===== config.mk =====
export PLATFORM = sky130hd
export DESIGN_NAME = lbmc_moments
export DESIGN_NICKNAME = d
export VERILOG_FILES = /design/src/lbmc_pkg.sv /design/src/lbmc_moments.sv
export SDC_FILE = /design/constraint.sdc
export NUM_CORES = 1
export LEC_CHECK = 0
export ABC_AREA = 1
export BUFFER_PORTS_ARGS = -buffer_cell sky130_fd_sc_hd__buf_2
export CORE_MARGIN = 4
export CORE_UTILIZATION = 60
export CTS_CLUSTER_DIAMETER = 30
export DETAILED_ROUTE_END_ITERATION = 16
export PLACE_DENSITY = 0.93
export SYNTH_ARGS = -nofsm -noshare
export SYNTH_HDL_FRONTEND = slang
export SYNTH_SLANG_ARGS = --single-unit

===== constraint.sdc =====
create_clock -name clk -period 10.6 [get_ports clk]
set_clock_uncertainty 0.15 [all_clocks]
set_input_delay 1.06 -clock clk [delete_from_list [all_inputs] [get_ports clk]]
set_output_delay 1.06 -clock clk [all_outputs]
set_load 0.005 [all_outputs]

===== src/lbmc_pkg.sv =====
`timescale 1ns / 1ps
// ----------------------------------------------------------------------------
// lbmc_pkg: shared types and constants of the D2Q9 collision core
// Fixed-point formats, beat structs, lattice tables and the saturate helper.
// ----------------------------------------------------------------------------
package lbmc_pkg;

  localparam int DW       = 24;          // data word, signed Q3.20
  localparam int FB       = 20;          // fraction bits of a data word
  localparam int NDIR     = 9;           // lattice directions
  localparam int OMEGA_W  = 17;          // omega, unsigned Q1.16
  localparam int OMEGA_FB = 16;

  localparam logic [OMEGA_W-1:0] OMEGA_RESET = OMEGA_W'(1 << OMEGA_FB);

  localparam int SUM_W  = DW + 4;        // sum of nine words
  localparam int MAG_W  = DW + 3;        // momentum magnitude
  localparam int SQ_W   = 2*DW - FB;     // (cu*cu) >> FB
  localparam int UU_W   = 2*DW + 1 - FB; // (ux^2 + uy^2) >> FB
  localparam int PS_W   = 2*DW - FB + 6; // polynomial before saturation
  localparam int P_W    = 2*DW - FB;     // floor(rho*poly >> FB)
  localparam int A_W    = P_W + 2;       // scaled magnitude fed to the /9 unit
  localparam int RECIP_SH = 32;
  localparam logic [RECIP_SH-1:0] RECIP9 = RECIP_SH'((64'd1 << RECIP_SH) / 64'd9);

  typedef logic signed [DW-1:0] sval_t;
  typedef sval_t [NDIR-1:0] dir_vec_t;

  localparam sval_t VAL_MAX = {1'b0, {(DW-1){1'b1}}};
  localparam sval_t VAL_MIN = {1'b1, {(DW-1){1'b0}}};

  typedef enum logic [1:0] {
    WT_REST,
    WT_AXIS,
    WT_DIAG
  } wclass_t;

  localparam logic signed [1:0] DIR_X [NDIR] =
    '{2'sd0, 2'sd1, 2'sd0, -2'sd1, 2'sd0, 2'sd1, -2'sd1, -2'sd1, 2'sd1};
  localparam logic signed [1:0] DIR_Y [NDIR] =
    '{2'sd0, 2'sd0, 2'sd1, 2'sd0, -2'sd1, 2'sd1, 2'sd1, -2'sd1, -2'sd1};
  localparam int DIR_OPP [NDIR] = '{0, 3, 4, 1, 2, 7, 8, 5, 6};
  localparam wclass_t DIR_WT [NDIR] = '{WT_REST, WT_AXIS, WT_AXIS, WT_AXIS, WT_AXIS,
                                        WT_DIAG, WT_DIAG, WT_DIAG, WT_DIAG};

  typedef struct packed {
    logic  solid;
    sval_t dist_0;
    sval_t dist_1;
    sval_t dist_2;
    sval_t dist_3;
    sval_t dist_4;
    sval_t dist_5;
    sval_t dist_6;
    sval_t dist_7;
    sval_t dist_8;
  } node_beat_t;

  typedef struct packed {
    sval_t post_0;
    sval_t post_1;
    sval_t post_2;
    sval_t post_3;
    sval_t post_4;
    sval_t post_5;
    sval_t post_6;
    sval_t post_7;
    sval_t post_8;
    sval_t density;
    sval_t vel_x;
    sval_t vel_y;
  } result_beat_t;

  // Per-node context carried down the pipeline next to the arithmetic.
  typedef struct packed {
    logic     solid;
    sval_t    rho;
    sval_t    ux;
    sval_t    uy;
    dir_vec_t f;
  } ctx_t;

  // Moments handed to the velocity divider.
  typedef struct packed {
    ctx_t                  ctx;
    logic                  rho_pos;
    logic [1:0]            neg;
    logic [1:0][MAG_W-1:0] mag;
  } mom_t;

  function automatic sval_t sat(input logic signed [63:0] v);
    sval_t r;
    if (v > 64'(VAL_MAX)) begin
      r = VAL_MAX;
    end else if (v < 64'(VAL_MIN)) begin
      r = VAL_MIN;
    end else begin
      r = v[DW-1:0];
    end
    return r;
  endfunction

endpackage


===== src/lbmc_moments.sv =====
`timescale 1ns / 1ps
// ----------------------------------------------------------------------------
// lbmc_moments: density and momentum of one node
// Two stages: nine-way sums, then saturated density and momentum magnitudes.
// ----------------------------------------------------------------------------
module lbmc_moments (
  input  logic                clk,
  input  logic                rst,
  input  logic                en,
  input  logic                in_valid,
  input  lbmc_pkg::node_beat_t node,
  output logic                out_valid,
  output lbmc_pkg::mom_t      mom
);

  localparam int SUM_W = lbmc_pkg::SUM_W;
  localparam int MAG_W = lbmc_pkg::MAG_W;
  localparam int NDIR  = lbmc_pkg::NDIR;

  logic                     s1_valid;
  logic                     s1_solid;
  lbmc_pkg::dir_vec_t       s1_f;
  logic signed [SUM_W-1:0]  s1_sum;
  logic signed [SUM_W-1:0]  s1_mx;
  logic signed [SUM_W-1:0]  s1_my;

  lbmc_pkg::dir_vec_t       f_c;
  logic signed [SUM_W-1:0]  sum_c;
  logic signed [SUM_W-1:0]  mx_c;
  logic signed [SUM_W-1:0]  my_c;

  always_comb begin
    logic signed [SUM_W-1:0] fe;
    f_c = {node.dist_8, node.dist_7, node.dist_6, node.dist_5, node.dist_4,
           node.dist_3, node.dist_2, node.dist_1, node.dist_0};
    sum_c = '0;
    mx_c  = '0;
    my_c  = '0;
    for (int k = 0; k < NDIR; k++) begin
      fe    = SUM_W'($signed(f_c[k]));
      sum_c = sum_c + fe;
      if (lbmc_pkg::DIR_X[k] == 2'sd1) begin
        mx_c = mx_c + fe;
      end else if (lbmc_pkg::DIR_X[k] == -2'sd1) begin
        mx_c = mx_c - fe;
      end
      if (lbmc_pkg::DIR_Y[k] == 2'sd1) begin
        my_c = my_c + fe;
      end else if (lbmc_pkg::DIR_Y[k] == -2'sd1) begin
        my_c = my_c - fe;
      end
    end
  end

  always_ff @(posedge clk) begin
    if (rst) begin
      s1_valid <= 1'b0;
    end else if (en) begin
      s1_valid <= in_valid;
    end
    if (en) begin
      s1_solid <= node.solid;
      s1_f     <= f_c;
      s1_sum   <= sum_c;
      s1_mx    <= mx_c;
      s1_my    <= my_c;
    end
  end

  lbmc_pkg::mom_t mom_next;

  always_comb begin
    lbmc_pkg::sval_t rho;
    rho = lbmc_pkg::sat(64'(s1_sum));
    mom_next.ctx.solid = s1_solid;
    mom_next.ctx.rho   = rho;
    mom_next.ctx.ux    = '0;
    mom_next.ctx.uy    = '0;
    mom_next.ctx.f     = s1_f;
    mom_next.rho_pos   = !rho[lbmc_pkg::DW-1] && (rho != '0);
    mom_next.neg[0]    = s1_mx[SUM_W-1];
    mom_next.neg[1]    = s1_my[SUM_W-1];
    mom_next.mag[0]    = s1_mx[SUM_W-1] ? MAG_W'(-s1_mx) : MAG_W'(s1_mx);
    mom_next.mag[1]    = s1_my[SUM_W-1] ? MAG_W'(-s1_my) : MAG_W'(s1_my);
  end

  always_ff @(posedge clk) begin
    if (rst) begin
      out_valid <= 1'b0;
    end else if (en) begin
      out_valid <= s1_valid;
    end
    if (en) begin
      mom <= mom_next;
    end
  end

endmodule


==> metrics.md, run 1 <==
| Metric | Value |
|---|---|
| DRT Pass-1 Iters | 6 |
| CP Max Fanout | 4 |
| Simple-Gate Fraction of Synth Area | 9.742% |
| Top-area cell type share of the netlist area | 52.34% |
| FP Rows | 87 |
| CTS tree | yes |
| Cell Area, Synth | 0.03437 sq mm |
| Final GP Congestion | 0.9170 |
| DRC Markers | 0 |
| Share of cells above drive strength 1 | 22.15% |
| Setup bufs post-CTS | 0 |
| DR WL/cell | 21.72 um |
| Fin. max-slew vios | 0 |
| Max Cap Viol | 0 |
| CP arrival | 5270 ps |
| Final setup violating endpoints | 0 |
| Sequential area share after synthesis | 52.45% |
| Startpoint types | primary input |
| Crit end category | flip-flop |
| Ys flop type | edfxtp_1 |
| Die area | 0.06117 sq mm |
| Gr ovfl total | 0 |
| Die height | 247.3 um |
| Synth Instances | 2788 |
| Synth Register Bits | 601 |
| Final #Nets | 4084 |
| Ports | 568 |
| Clk sinks | 601 |
| Max VDD drop | 0.2098 mV |
| Initial antenna violation count | 3 |
| Post-detail-place hpwl | 71460 um |
| CP required | 10860 ps |
| Final setup margin | 5594 ps |
| Number of synthesized flops with an enable pin | 599 |
| Highest Clock Rate | 199.8 MHz |
| Post-Synth XOR/XNOR Area | 2.395% |
| Via Count | 22830 |
| Setup TNS | 0 ps |
| Hold Buf Count CTS | 0 |
| Critical path class | primary input to flip-flop |
| WL final | 92580 um |
| Gr usage total | 30.68% |
| Synth top area cells | edfxtp_1, fa_1, inv_1, nand2_1, ha_1 |
| Status | finished, final reports clean |
| Worst-margin pin slew | 1150 ps |
| PD cells | 328.8 mW/mm^2 |
| Area Growth Syn to Fin | 20.65% |
| Pin count of the biggest net entering global routing | 177 |
| Clk_lat worst skew | 660 ps |
| DR vias/cell | 5.354 |
| Hold Violations, Final | 0 |
| Post_cts resized | 0 |
| Share of synthesized area spent on multiplexers | 0% |
| Synth Area per Inst | 12.33 sq um |
| Share of flip-flops with an asynchronous set or reset | 0% |
| Tmin final | 5006 ps |
| 1st-iter DRT viols | 1956 |
| Main combinational cell family by area after synthesis | adder cells |
| Normalized max-slew margin | 23.31% |
| Post-detailed-route count of antenna-violating nets | 0 |
| Yosys top cell by area | edfxtp_1 |
| Port bufs | 519 |
| Clock slew at reported path FFs | 50 ps |
| CTS Buf Count | 108 |
| Pwr Total | 13.63 mW |
| Synth Area in Compound Gates | 3.018% |
| Vias in the first global route | 24410 |
| Synth Area in Adders | 24.51% |
| Hold_ws | 258.0 ps |
| Final period util | 47.23% |
| Maximum root-to-sink buffer count | 3 |
| Initial Utilization | 60.84% |
| Filler cell count | 3555 |
| Synth cell types | 40 |
| Hold Path Class | flip-flop to flip-flop |
| CTS Root Buffer Type | clkbuf_16 |
| Post-Place Worst Slack | 4952 ps |
| RSZ-0062 raised after global routing | no |
| Die X | 247.3 um |
| H-tree lvl count | 3 |
| First-pass GRT wire length | 140200 um |
| Core area | 0.05650 sq mm |
| Leak | 18.75 nW |
| Synth warnings | 0 |
==> stage by stage <==
stage               cells  area [sq um]  utilization (%)
floorplan            2835         34550                -
global placement     4056         37740            66.81
detailed placement   4056         37740            66.81
CTS                  4259         41460            73.38
global route         4259         41460            73.38
finish               4263         41470            73.40
==> Yosys cell counts, types with 3 or more instances <==
cell / number
o21a_1: 3
nor3_1: 7
a21oi_1: 97
clkbuf_1: 6
nand2_1: 457
ha_1: 86
xor2_1: 74
nor3_2: 5
inv_2: 7
xnor2_1: 20
fa_1: 367
o31ai_1: 3
o21ai_1: 4
edfxtp_1: 599
buf_4: 48
nand3_2: 6
nand4_1: 36
o21ai_0: 60
nor2_2: 14
o21bai_1: 13
nor2_4: 6
inv_1: 604
nor2_1: 141
o21ai_2: 3
buf_2: 6
nand2_2: 11
nand3_1: 85
==> registers in the layout (all words and copies together) (netlist names) <==
signal,flops
mom,298
mom_next,216
out_valid,1
s1_mx,28
s1_my,28
s1_solid,1
s1_sum,28
s1_valid,1
==> cell usage in the layout, fill, tap and decap left out, types with 4 or more instances in the layout <==
master	n
nand2_2	11
nor2_2	14
edfxtp_1	599
clkinv_8	6
bufinv_16	8
nand4_1	36
inv_1	604
nor2_1	141
o21ai_1	4
conb_1	48
buf_4	5
clkinvlp_4	12
fa_1	367
ha_1	86
nand2_1	457
nor2_4	6
xnor2_1	20
o21bai_1	13
clkinv_1	7
nand3_1	85
inv_2	7
o21ai_0	60
nor3_1	7
diode_2	4
clkinv_2	6
nand3_2	6
nor3_2	5
buf_2	518
a21oi_1	97
inv_6	28
clkinv_4	12
xor2_1	74
inv_8	12
clkbuf_16	108
==> critical path, stage by stage <==
cell,delay [ps]
buf_2,120
inv_1,100
fa_1,560
inv_1,70
fa_1,500
fa_1,570
inv_1,70
fa_1,550
inv_1,50
ha_1,250
fa_1,460
nand3_1,120
nand2_1,140
nand2_1,90
nand3_1,190
nand2_1,160
nand3_1,90
nand2_1,70
nand2_1,40
==> cells by family after synthesis <==
kind of cell	after synthesis
simple gates	779
buf+inv	671
flops	601
fa+ha+maj	453
compound gates	189
xor+xnor	94
other cells	1
==> final timing paths <==
check | from | to | slack, ps | cells past startpoint
max | node[2] | s1_sum[26]$_DFFE_PP_ | 5590 | 19
min | mom_next[207]$_DFFE_PP_ | mom[207]$_DFFE_PP_ | 260 | 0
max reg2reg | s1_sum[27]$_DFFE_PP_ | mom[56]$_DFFE_PP_ | 7850 | 8
min reg2reg | mom_next[207]$_DFFE_PP_ | mom[207]$_DFFE_PP_ | 260 | 0
==> layout make-up <==
class | count | area (sq um) | share of cell area, %
clock inverter | 92 | 999.7 | 2.411
multi-input combinational | 1563 | 13810 | 33.31
tap | 756 | 945.9 | 2.281
timing repair buffer | 525 | 2665 | 6.427
antenna | 4 | 10.01 | 0.02414
inverter | 611 | 2293 | 5.531
sequential | 601 | 18030 | 43.47
clock buffer | 111 | 2714 | 6.545
==> metal layers <==
| metal | track usage [%] | up-vias | part of all wire (%) |
|---|---|---|---|
| met1 | 37.49 | 11250 | 36 |
| li1 | - | 10130 | - |
| met3 | 6.363 | 274 | 8.2 |
| met2 | 53.10 | 1172 | 51 |
| met4 | 13.87 | 2 | 5.2 |
| met5 | 0 | - | 0.022 |
==> power breakdown <==
part	leakage (nW)	internal [mW]	switching [mW]
clock network	1.79	2.13	1.33
logic	11.1	2.26	4.22
registers	5.87	3.44	0.252
total	18.7	7.82	5.81
Power figures use the tool's default switching activity.
==> run 2: changes to the inputs <==
--- a/config.mk
+++ b/config.mk
@@ -5,13 +5,13 @@
 export SDC_FILE = /design/constraint.sdc
 export NUM_CORES = 1
 export LEC_CHECK = 0
-export ABC_AREA = 1
+export ABC_AREA = 0
 export BUFFER_PORTS_ARGS = -buffer_cell sky130_fd_sc_hd__buf_2
 export CORE_MARGIN = 4
-export CORE_UTILIZATION = 60
+export CORE_UTILIZATION = 57
 export CTS_CLUSTER_DIAMETER = 30
 export DETAILED_ROUTE_END_ITERATION = 16
-export PLACE_DENSITY = 0.93
+export PLACE_DENSITY = 0.9
 export SYNTH_ARGS = -nofsm -noshare
 export SYNTH_HDL_FRONTEND = slang
 export SYNTH_SLANG_ARGS = --single-unit
==> constraint.sdc (replaced) <==
create_clock -name clk -period 5.2 [get_ports clk]
set_clock_uncertainty 0.15 [all_clocks]
set_input_delay 0.52 -clock clk [delete_from_list [all_inputs] [get_ports clk]]
set_output_delay 0.52 -clock clk [all_outputs]
set_load 0.005 [all_outputs]
==> run 2 against run 1 <==
Global-route usage up 3.3 points. Count of clock-buffer cells in the layout up 17. Final cell count decreased by 6.5%. Non-clock buffer count rose by 291. Largest cell class unchanged. Largest power group unchanged.
==> metrics.md, run 2 <==
| Metric | Value |
|---|---|
| PD cells | 676.8 mW/mm^2 (+110%) |
| Sequential area share after synthesis | 55.12% (+2.7 points) |
| CP Max Fanout | 3 (-1) |
| Crit end category | flip-flop |
| First-pass GRT wire length | 152900 um (+9.1%) |
| Core area | 0.05660 sq mm (+0.19%) |
| RSZ-0062 raised after global routing | yes |
| CP max stage delay | 580 ps (about the same) |
| CTS Buf Count | 117 (+8.3%) |
| Ports | 568 (unchanged) |
| Tmin final | 5141 ps |
| Die height | 247.5 um (about the same) |
| Count leader, synth | edfxtp_1 |
| CP arrival | 5380 ps (+110 ps) |
| Via Count | 22550 (-1.2%) |
| Pin count of the biggest net entering global routing | 128 (-28%) |
| Most frequent cells in the layout | edfxtp_1, buf_2, inv_1, fa_1, dlygate4sd3_1 |
| Most used cell, CP | fa_1 |
| Maximum root-to-sink buffer count | 3 (unchanged) |
| Die X | 247.5 um (about the same) |
| Initial Utilization | 57.77% (-3.1 points) |
| Setup TNS | 0 ps (unchanged) |
| Number of cells on the worst reg-to-reg path | 8 (unchanged) |
| Dpl cell area | 0.03692 sq mm (-2.2%) |
| Share of cells above drive strength 1 | 27.01% (+4.9 points) |
| Switching power | 11.38 mW (+96%) |
| Port bufs | 519 (unchanged) |
| Post-detail-place hpwl | 66400 um (-7.1%) |
| Synth Instances | 2214 (-21%) |
| Ys flop type | edfxtp_1 |
| Sw Share | 39.12% (-3.5 points) |
| Flop pwr share | 26.4% (-0.6 points) |
| Die area | 0.06127 sq mm (+0.15%) |
| Final #Nets | 3801 (-6.9%) |
| Worst R2R Setup Slack | 1280 ps (-6570 ps) |
| Gr ovfl total | 0 (unchanged) |
| CP required | 5440 ps (-5420 ps) |
| Clock slew at reported path FFs | 50 ps (about the same) |
| WHS Path Cells | 1 (+1) |
| DRT Pass-1 Iters | 5 (-1) |
| Largest Register | mom |
| Startpoint types | primary input |
| Max Cap Viol | 0 (unchanged) |
| Final period util | 98.87% |
| Cell Area, Synth | 0.03270 sq mm (-4.8%) |
| Yosys top cell by area | edfxtp_1 |
| Highest Clock Rate | 194.5 MHz |
| Synth warnings | 0 (unchanged) |
| Max FFs per register | 298 (unchanged) |
| Clk sinks | 601 (unchanged) |
| Hold_ws | 20.22 ps (-237.7 ps) |
| Number of synthesized flops with an enable pin | 599 (unchanged) |
| DR vias/cell | 5.656 (+5.6%) |
| Hold Path Class | primary input to flip-flop |
| Post-Place Worst Slack | -786.4 ps (-5739 ps) |
| FP Rows | 87 (unchanged) |
| P_int | 17.72 mW (+130%) |
| WL final | 103700 um (+12%) |
| Most common cell after layout, fill and taps aside | edfxtp_1 |
| Synth top area cells | edfxtp_1, fa_1, inv_1, ha_1, xnor2_1 |
| Post-route cell area | 0.04300 sq mm (+3.7%) |
| Worst path slowest cell | fa_1 |
| CTS Root Buffer Type | clkbuf_16 |
| Post-detailed-route count of antenna-violating nets | 0 (unchanged) |
| Normalized max-slew margin | 15.56% (-7.8 points) |
| CTS tree | yes |
| Critical path class | primary input to flip-flop |
| Leak | 18.76 nW (about the same) |
| Fin. max-slew vios | 0 (unchanged) |
| H-tree lvl count | 3 (unchanged) |
| Synth Area per Inst | 14.77 sq um (+20%) |
| Final setup margin | 58.70 ps (-5535 ps) |
| Commonest cells in the netlist | edfxtp_1, inv_1, fa_1, ha_1, xnor2_1 |
| Initial antenna violation count | 1 (-2) |
| Top-area cell type share of the netlist area | 55.00% (+2.7 points) |
| Hold Violations, Final | 0 (unchanged) |
| Synth cell types | 60 (+50%) |
| Area Growth Syn to Fin | 31.48% |
| Gr usage total | 33.95% (+3.3 points) |
| Worst-margin pin slew | 1265 ps (+115.8 ps) |
| Share of flip-flops with an asynchronous set or reset | 0% (unchanged) |
| Synth Register Bits | 601 (unchanged) |
| DRC Markers | 0 (unchanged) |
| Max VDD drop | 0.4892 mV (+130%) |
| DR WL/cell | 26.01 um (+20%) |
| Final GP Congestion | 0.9173 (about the same) |
| Clk_lat worst skew | 680 ps (+20 ps) |
| Vias in the first global route | 24870 (+1.9%) |
| Pwr Total | 29.10 mW (+110%) |
| 1st-iter DRT viols | 2027 (+3.6%) |
| Critical path cell sequence | dlygate4sd3_1 > buf_2 > fa_1 > fa_1 > fa_1 > inv_1 > fa_1 > inv_1 > ha_1 > buf_4 > a21oi_2 > o21ai_1 > buf_4 > a21o_1 > a21oi_1 > o21bai_1 > a21oi_1 > xnor2_1 |
| Final setup violating endpoints | 0 (unchanged) |
| Clock network power share | 27.0% (+1.6 points) |
| Status | finished, final reports clean |
| Comb pwr share | 46.6% (-0.9 points) |
-- run 2: cell count changes after synthesis, sizes merged, moves of 14 or more --
cell,change
nand2,-421
inv,-137
nor2,-125
nand3,-74
xnor2,+66
a21o,+55
xor2,-44
nand4,-30
nand2b,+18
or3,+14
-- run 2: kinds of logic (layout without fill, tap and decap cells) --
logic type               Yosys count  in the layout  synth area share, %
XOR/XNOR                         116            116                3.107
AND/OR/NAND/NOR                  207            207                3.355
multiplexers                       3              3              0.09183
flip-flops                       601            601                55.12
adder cells (fa/ha/maj)          453            453                25.76
AO/OA/AOI/OAI                    290            290                5.770
other                              1             49              0.01147
buffers and inverters            543           1511                6.783
-- run 2: worst max-delay path, delay by kind of cell --
kind / cells / cell delay (ps)
AOI/OAI and AO/OA: 6 / 1070
xor gates and xnor gates: 1 / 120
adders and majority gates: 5 / 2450
buffers and inverters: 6 / 1180
-- run 2: layout make-up --
cell class / count / area (sq um)
Antenna cell: 1 / 2.502
Inverter: 474 / 1779
Clock buffer: 128 / 2989
Sequential cell: 601 / 18030
Fill cell: 3039 / 13610
Timing Repair Buffer: 816 / 5333
Clock inverter: 93 / 1111
Multi-Input combinational cell: 1117 / 12810
Tap cell: 756 / 945.9
-- run 2: timing repair --
action,in CTS,in global routing
setup buffers,0,2
endpoints found under the setup margin,2,20
hold buffers,178,0
gates resized for setup,6,30
endpoints found under the hold margin,178,0
gates cloned,0,0
pin swaps,0,10
-- run 2: layer usage --
metal  share of wire [%]  wire (um)  GRT usage (%)
met5                   0          0              0
met4                 6.8       7032          19.58
met3                 9.3       9668          9.162
met2                  52      53560          59.65
met1                  32      33430          37.19
-- run 2: metrics by stage --
step                utilization [%]  instances
floorplan                         -       2261
CTS                           75.65       3983
detailed placement            65.23       3584
global route                  75.96       3986
global placement              65.23       3584
finish                        75.96       3986
-- run 2: worst paths after layout --
kind	start	endpoint
min	node[41]	mom_next[242]$_DFFE_PP_
max reg2reg	s1_my[3]$_DFFE_PP_	mom[53]$_DFFE_PP_
max	node[124]	s1_sum[11]$_DFFE_PP_
min reg2reg	mom_next[65]$_DFFE_PP_	mom[65]$_DFFE_PP_
-- run 2: power by group through the flow --
stage	logic (mW)	registers, mW	clock network [mW]
5_1_grt	14.7	7.73	8.17
4_1_cts	12.7	7.63	7.81
3_3_place_gp	11.7	7.61	0
6_report	13.6	7.68	7.86
2_1_floorplan	7.88	7.54	0
3_5_place_dp	12.2	7.67	0
